**src/hw/rtl/avr_pkg.sv**
```systemverilog
package avr_pkg;

    typedef struct packed {
        logic signed [15:0] axis_x;
        logic signed [15:0] axis_y;
        logic signed [15:0] axis_z;
        logic signed [15:0] vec_x;
        logic signed [15:0] vec_y;
        logic signed [15:0] vec_z;
        logic        [15:0] turn_angle;
    } in_t;

    typedef struct packed {
        logic signed [15:0] out_x;
        logic signed [15:0] out_y;
        logic signed [15:0] out_z;
    } out_t;

    localparam int CORDIC_STAGES = 16;
    localparam logic signed [26:0] CORDIC_X0 = 27'sd10188014;
    localparam logic signed [24:0] HALF_TURN = 25'sd8388608;
    localparam logic signed [24:0] QUARTER_TURN = 25'sd4194304;
    localparam logic signed [17:0] ONE_Q14 = 18'sd16384;

    localparam logic signed [24:0] ATAN_TAB [0:CORDIC_STAGES-1] = '{
        25'sd2097152, 25'sd1238021, 25'sd654136, 25'sd332050,
        25'sd166669, 25'sd83416, 25'sd41718, 25'sd20860,
        25'sd10430, 25'sd5215, 25'sd2608, 25'sd1304,
        25'sd652, 25'sd326, 25'sd163, 25'sd81
    };

endpackage

```
**src/hw/rtl/avr_cordic.sv**
```systemverilog
module avr_cordic (
    input  logic                clk,
    input  logic                rst_n,
    input  logic                in_valid,
    input  avr_pkg::in_t        in_item,
    output logic                out_valid,
    output avr_pkg::in_t        out_item,
    output logic signed [16:0]  cos_q14,
    output logic signed [16:0]  sin_q14
);

    localparam int N = avr_pkg::CORDIC_STAGES;

    logic signed [26:0] x_reg [0:N];
    logic signed [26:0] y_reg [0:N];
    logic signed [24:0] z_reg [0:N];
    logic               neg_reg [0:N];
    logic               vld_reg [0:N];
    avr_pkg::in_t       item_reg [0:N];

    logic signed [24:0] z_raw;
    logic signed [24:0] z_fold;
    logic               neg_fold;

    logic               vld_out_reg;
    avr_pkg::in_t       item_out_reg;
    logic signed [16:0] cos_reg;
    logic signed [16:0] sin_reg;

    logic signed [26:0] x_rnd;
    logic signed [26:0] y_rnd;
    logic signed [16:0] c_rnd;
    logic signed [16:0] s_rnd;

    // fold into +/- quarter turn, result negated afterwards
    always_comb
    begin
        z_raw = 25'(signed'({in_item.turn_angle, 8'b0}));
        z_fold = z_raw;
        neg_fold = 1'b0;
        if (z_raw > avr_pkg::QUARTER_TURN)
        begin
            z_fold = z_raw - avr_pkg::HALF_TURN;
            neg_fold = 1'b1;
        end
        else if (z_raw < -avr_pkg::QUARTER_TURN)
        begin
            z_fold = z_raw + avr_pkg::HALF_TURN;
            neg_fold = 1'b1;
        end
    end

    always_ff @(posedge clk or negedge rst_n)
    begin
        if (!rst_n)
        begin
            for (int k = 0; k <= N; k++)
            begin
                vld_reg[k] <= 1'b0;
            end
            vld_out_reg <= 1'b0;
        end
        else
        begin
            vld_reg[0] <= in_valid;
            for (int k = 1; k <= N; k++)
            begin
                vld_reg[k] <= vld_reg[k-1];
            end
            vld_out_reg <= vld_reg[N];
        end
    end

    always_ff @(posedge clk)
    begin
        x_reg[0] <= avr_pkg::CORDIC_X0;
        y_reg[0] <= '0;
        z_reg[0] <= z_fold;
        neg_reg[0] <= neg_fold;
        item_reg[0] <= in_item;
    end

    for (genvar i = 1; i <= N; i++)
    begin : g_stage
        always_ff @(posedge clk)
        begin
            if (z_reg[i-1] >= 0)
            begin
                x_reg[i] <= x_reg[i-1] - (y_reg[i-1] >>> (i - 1));
                y_reg[i] <= y_reg[i-1] + (x_reg[i-1] >>> (i - 1));
                z_reg[i] <= z_reg[i-1] - avr_pkg::ATAN_TAB[i-1];
            end
            else
            begin
                x_reg[i] <= x_reg[i-1] + (y_reg[i-1] >>> (i - 1));
                y_reg[i] <= y_reg[i-1] - (x_reg[i-1] >>> (i - 1));
                z_reg[i] <= z_reg[i-1] + avr_pkg::ATAN_TAB[i-1];
            end
            neg_reg[i] <= neg_reg[i-1];
            item_reg[i] <= item_reg[i-1];
        end
    end

    always_comb
    begin
        x_rnd = (x_reg[N] + 27'sd512) >>> 10;
        y_rnd = (y_reg[N] + 27'sd512) >>> 10;
        c_rnd = x_rnd[16:0];
        s_rnd = y_rnd[16:0];
    end

    always_ff @(posedge clk)
    begin
        cos_reg <= neg_reg[N] ? -c_rnd : c_rnd;
        sin_reg <= neg_reg[N] ? -s_rnd : s_rnd;
        item_out_reg <= item_reg[N];
    end

    assign out_valid = vld_out_reg;
    assign out_item = item_out_reg;
    assign cos_q14 = cos_reg;
    assign sin_q14 = sin_reg;

endmodule

```
**config.mk**
```make
export PLATFORM = sky130hd
export DESIGN_NAME = avr_cordic
export DESIGN_NICKNAME = d
export VERILOG_FILES = /design/src/hw/rtl/avr_pkg.sv /design/src/hw/rtl/avr_cordic.sv
export SDC_FILE = /design/constraint.sdc
export NUM_CORES = 2
export LEC_CHECK = 0
export BUFFER_PORTS_ARGS = -buffer_cell sky130_fd_sc_hd__buf_2
export CAP_MARGIN = 15
export CORE_ASPECT_RATIO = 1.2
export CORE_MARGIN = 2
export CORE_UTILIZATION = 62
export DETAILED_ROUTE_END_ITERATION = 12
export GPL_TIMING_DRIVEN = 0
export PLACE_DENSITY = 0.79
export SYNTH_ARGS = -nofsm -noshare
export SYNTH_HDL_FRONTEND = slang
export SYNTH_SLANG_ARGS = --single-unit
```
**constraint.sdc**
```tcl
create_clock -name clk -period 6.6 [get_ports clk]
set_input_delay 0.99 -clock clk [delete_from_list [all_inputs] [get_ports clk]]
set_output_delay 0.99 -clock clk [all_outputs]
set_load 0.02 [all_outputs]
```
---- After elaboration in Yosys (flattened, before gate mapping) ----
Memories as Yosys holds them, arrays and structs flattened. A register that Yosys moved wholly into a read port is not among the register bits.
Index checks and enable logic that the tools add are counted.
storage, ports and cells
  memory bits (writable) .................. 3264
  logic and storage cells ................. 294
  memories ................................ 5
  register bits after elaboration ......... 52
operators by class
  mux-type cells .......................... 102
  add/subtract/negate cells ............... 101
  bitwise operators ....................... 48
  $lt $le $gt $ge ......................... 18
memories
  name      words  width  read ports  clocked after memory_dff  wr ports  line              source
  item_reg  17     112    17          1                         17        avr_cordic.sv:19  avr_pkg::in_t item_reg [0:N];
  x_reg     17     27     17          0                         17        avr_cordic.sv:14  logic signed [26:0] x_reg [0:N];
  y_reg     17     27     17          0                         17        avr_cordic.sv:15  logic signed [26:0] y_reg [0:N];
  z_reg     17     25     16          0                         17        avr_cordic.sv:16  logic signed [24:0] z_reg [0:N];
  neg_reg   17     1      17          0                         17        avr_cordic.sv:17  logic neg_reg [0:N];
operators by type and width
  operator                                               count
  two-way mux 27 bit                                     32
  two-way mux 25 bit                                     18
  >= comparator 25 x 1 -> 1 bit (second input constant)  16
  adder 27 x 11 -> 27 bit (second input constant)        2
  adder 27 x 12 -> 27 bit                                2
  adder 27 x 13 -> 27 bit                                2
  adder 27 x 14 -> 27 bit                                2
  adder 27 x 15 -> 27 bit                                2
  adder 27 x 16 -> 27 bit                                2
  adder 27 x 17 -> 27 bit                                2
  adder 27 x 18 -> 27 bit                                2
  adder 27 x 19 -> 27 bit                                2
  adder 27 x 20 -> 27 bit                                2
  adder 27 x 21 -> 27 bit                                2
  adder 27 x 22 -> 27 bit                                2
  adder 27 x 23 -> 27 bit                                2
  adder 27 x 24 -> 27 bit                                2
  adder 27 x 25 -> 27 bit                                2
  adder 27 x 26 -> 27 bit                                2
  subtractor 27 x 12 -> 27 bit                           2
  subtractor 27 x 13 -> 27 bit                           2
  subtractor 27 x 14 -> 27 bit                           2
  subtractor 27 x 15 -> 27 bit                           2
  subtractor 27 x 16 -> 27 bit                           2
  other kinds (52)                                       161

---- Logic depth before layout (Yosys ltp) ----
An unclocked memory read counts as a cell.
  depth after elaboration ................. 5
  depth in mapped cells ................... 20
  mapped depth without buffers ............ 19

---- Worst setup path before layout ----
OpenSTA, ideal clock, no wires.
  path type ............................... register to register
  from .................................... memory x_reg[12][12]
  to ...................................... memory y_reg[13][26]
  data required time ...................... 6.480 ns
  data arrival time ....................... 4.475 ns
  library setup time ...................... 0.120 ns
  stages on the path, launching flop included .. 19
  slack ................................... 2.004 ns
  path through ............................ dfxtp_1 inv_1 ha_1 nand2_1 or2_2 or4_1 or4_1 o41ai_1 xnor2_1 ha_1 nand3_1 nor3_1 or4b_2 a41oi_1 a31oi_1 o21ai_0 a21o_1 a21oi_1 xnor2_1
RTL lines
  element          line
  start, declared  avr_cordic.sv:14
  end, declared    avr_cordic.sv:15

==> impl_metrics.csv <==
group,metric,value,unit
logic_synthesis,ys_seq_area_share,52.9,%
status,status,"complete, no violations",
logic_synthesis,syn_avg_cell_area,10.7,µm²
route,drc_errors,0,
worst_setup_path,end_kind,"register",
route,wirelength,262,mm
floorplan,num_io_pins,262,
clocking,cts.path.max_buffers,4,
floorplan,chipHeight,486,µm
worst_setup_path,path_max_fanout,10,
layout,areaGrowthSynthToFinish,12.2,%
sta,timing.final.crit_share,92.5,%
worst_setup_path,crit_type,"reg2reg",
worst_setup_path,cp.required,7.46,ns
clocking,numCtsBuffers,302,
sta,hold_violations,0,
route,drt_iter0_markers,4264,
route,wire_per_inst,17.9,µm
global_route,grt_util_all_layers,26.1,%
clocking,clkTransAtPathRegs,0.07,ns
logic_synthesis,ys_warn_count,0,
clocking,h-tree-depth,5,
placed_design,port_buffers,261,
logic_synthesis,async_flop_share,0.567,%
clocking,cts_tree,"done",
route,dr_total_vias,80700,
layout,final_nets,13000,
route,drtPass1Iterations,7,
logic_synthesis,synth_cell_types,82,
route,final_antenna_net_count,0,
route,vias_per_cell,5.52,
logic_synthesis,syn_nets,12400,
logic_synthesis,synth_edf_count,0,
global_route,grt_pass1_wl,414,mm
layout,layout-drive-gt1-share,6.96,%
floorplan,dieWidth,406,µm
clocking,cts-root-buf,"clkbuf_16",
global_route,antenna_found_initial,9,
logic_synthesis,synth.cell_area,120000,µm²
floorplan,fp-row-count,177,
floorplan,start_util,62.2,%
worst_setup_path,cp-start-kind,"register",
placed_design,gp_congestion,1.01,
layout,final_cell_mix,"3,154 x dfxtp_1, 1,058 x ha_1, 863 x xnor2_1",
sta,finClkSkew,0.0862,ns
floorplan,dieArea,197000,µm²
global_route,grt_max_degree,27,
clocking,cts.sinks,3172,
logic_synthesis,ys_ff_latch,3172,
layout,final_common_cell,"dfxtp_1",
logic_synthesis,netlist_instances,11200,
sta,slew_viol_final,0,
layout,largest_reg_flops,1904,
sta,fmax,0.164,GHz
flow_run,maxCapViolCount,0,
floorplan,core-area,193000,µm²
global_route,grt-ovfl-total,0,
sta,setup_viol,0,
global_route,grt_pass1_vias,81900,
worst_setup_path,arrival,6.96,ns
sta,grt_setup_unrepaired,"no",
placed_design,dp_hpwl,192,mm
hold_path,hold_path.class,"in2reg",
sta,setup_tns,0,ns
sta,worst_pin_slew,1.48,ns
sta,relSlewSlack,1.39,%
logic_synthesis,synth_ff_type,"dfxtp_1",
sta,period_minus_slack,6.10,ns
clocking,clk_latency,0.97,ns
-- critical path, stage by stage, from the launching register on --
cell and delay [ns]:
dfxtp_1 0.56, clkbuf_2 0.38, clkbuf_1 0.45, clkbuf_1 0.51, mux2i_1 0.27, fa_1 0.48
a21o_1 0.18, a21oi_1 0.35, o21ai_0 0.16, a31oi_1 0.39, nor3_1 0.10, nor4b_1 0.60
o21ai_0 0.40, a2111oi_0 0.64, o21bai_1 0.15, a21oi_1 0.20, xnor2_1 0.17
-- cell type report --
type,instances,area (µm²)
Buffer,118,447
Timing Repair Buffer,262,1320
Fill cell,14100,58300
Clock inverter,116,1510
Multi-Input combinational cell,7489,54500
Tap cell,2595,3250
Antenna cell,14,35.0
Inverter,431,1620
Sequential cell,3172,63600
Clock buffer,408,8590
-- logic make-up after synthesis --
group | after synthesis | share of synthesized area, %
compound gates | 2565 | 13.6
xor+xnor | 1377 | 10.0
fa+ha+maj | 1094 | 11.6
buf+inv | 549 | 1.72
flops | 3172 | 52.9
mux | 41 | 0.344
simple gates | 2412 | 9.71
-- per-layer routing --
layer  part of all wire [%]  wire length [µm]  GRT usage (%)  vias to the layer above
met5                      0                 0              0                        -
met4                    6.1             16100           16.1                        0
met3                    3.6              9320           3.97                      808
met2                     53            140000           50.1                     1754
met1                     37             96400           26.1                    37800
li1                       -                 -              -                    40300
-- cells in the mapped netlist (70+ instances only) --
library cell | instances | area (µm²)
ha_1 | 1058 | 13200
nand2_1 | 576 | 2160
a21o_1 | 351 | 2640
or3_1 | 95 | 594
a31oi_1 | 77 | 482
o41ai_1 | 70 | 613
nor2b_1 | 128 | 801
a21oi_1 | 709 | 3550
xor2_1 | 513 | 4490
o21a_1 | 129 | 968
nor2_1 | 691 | 2590
o21bai_1 | 156 | 1170
nor3_1 | 202 | 1010
xnor2_1 | 863 | 7560
o31ai_1 | 151 | 1130
o21ai_0 | 565 | 2830
nand2b_1 | 160 | 1000
clkbuf_1 | 107 | 402
nand3_1 | 174 | 871
dfxtp_1 | 3154 | 63100
and3_1 | 78 | 488
inv_1 | 430 | 1610
-- per-stage QoR --
stage / hold WS, ns / area (µm²) / setup slack [ns] / utilization [%] / std cells
finish: 0.122 / 135000 / 0.497 / 69.8 / 14600
global route: 0.0782 / 135000 / 0.232 / 69.8 / 14600
detailed placement: 0.312 / 125000 / 0.380 / 64.6 / 14100
global placement: 0.309 / 125000 / 0.496 / 64.6 / 14100
CTS: 0.0728 / 135000 / 0.338 / 69.8 / 14600
floorplan: 0.310 / 120000 / 2.00 / - / 11200
-- path summary, 6_finish.rpt --
check	start	endpoint	slack, ns	depth (start not counted)
setup reg to reg	z_reg[4][24]$_DFF_P_	x_reg[5][24]$_DFF_P_	0.50	16
setup / recovery	z_reg[4][24]$_DFF_P_	x_reg[5][24]$_DFF_P_	0.50	16
min in group asynchronous	rst_n	vld_reg[3]$_DFF_PN0_	0.50	2
hold / removal	in_item[93]	item_reg[0][93]$_DFF_P_	0.12	1
max in group asynchronous	rst_n	vld_reg[0]$_DFF_PN0_	5.81	2
hold reg to reg	item_reg[1][110]$_DFF_P_	item_reg[2][110]$_DFF_P_	0.27	0
-- timing repair --
| action | 4_1_cts | 5_1_grt |
|---|---|---|
| buffers inserted | 0 | 0 |
| resized for setup | 0 | 2 |
| hold endpoints to repair | 18 | 0 |
| endpoints found under the setup margin | 0 | 1 |
| hold buffers | 1 | 0 |
Power is not shown: default switching activity piles up to over one toggle a cycle in this logic, so the estimate is an artifact.
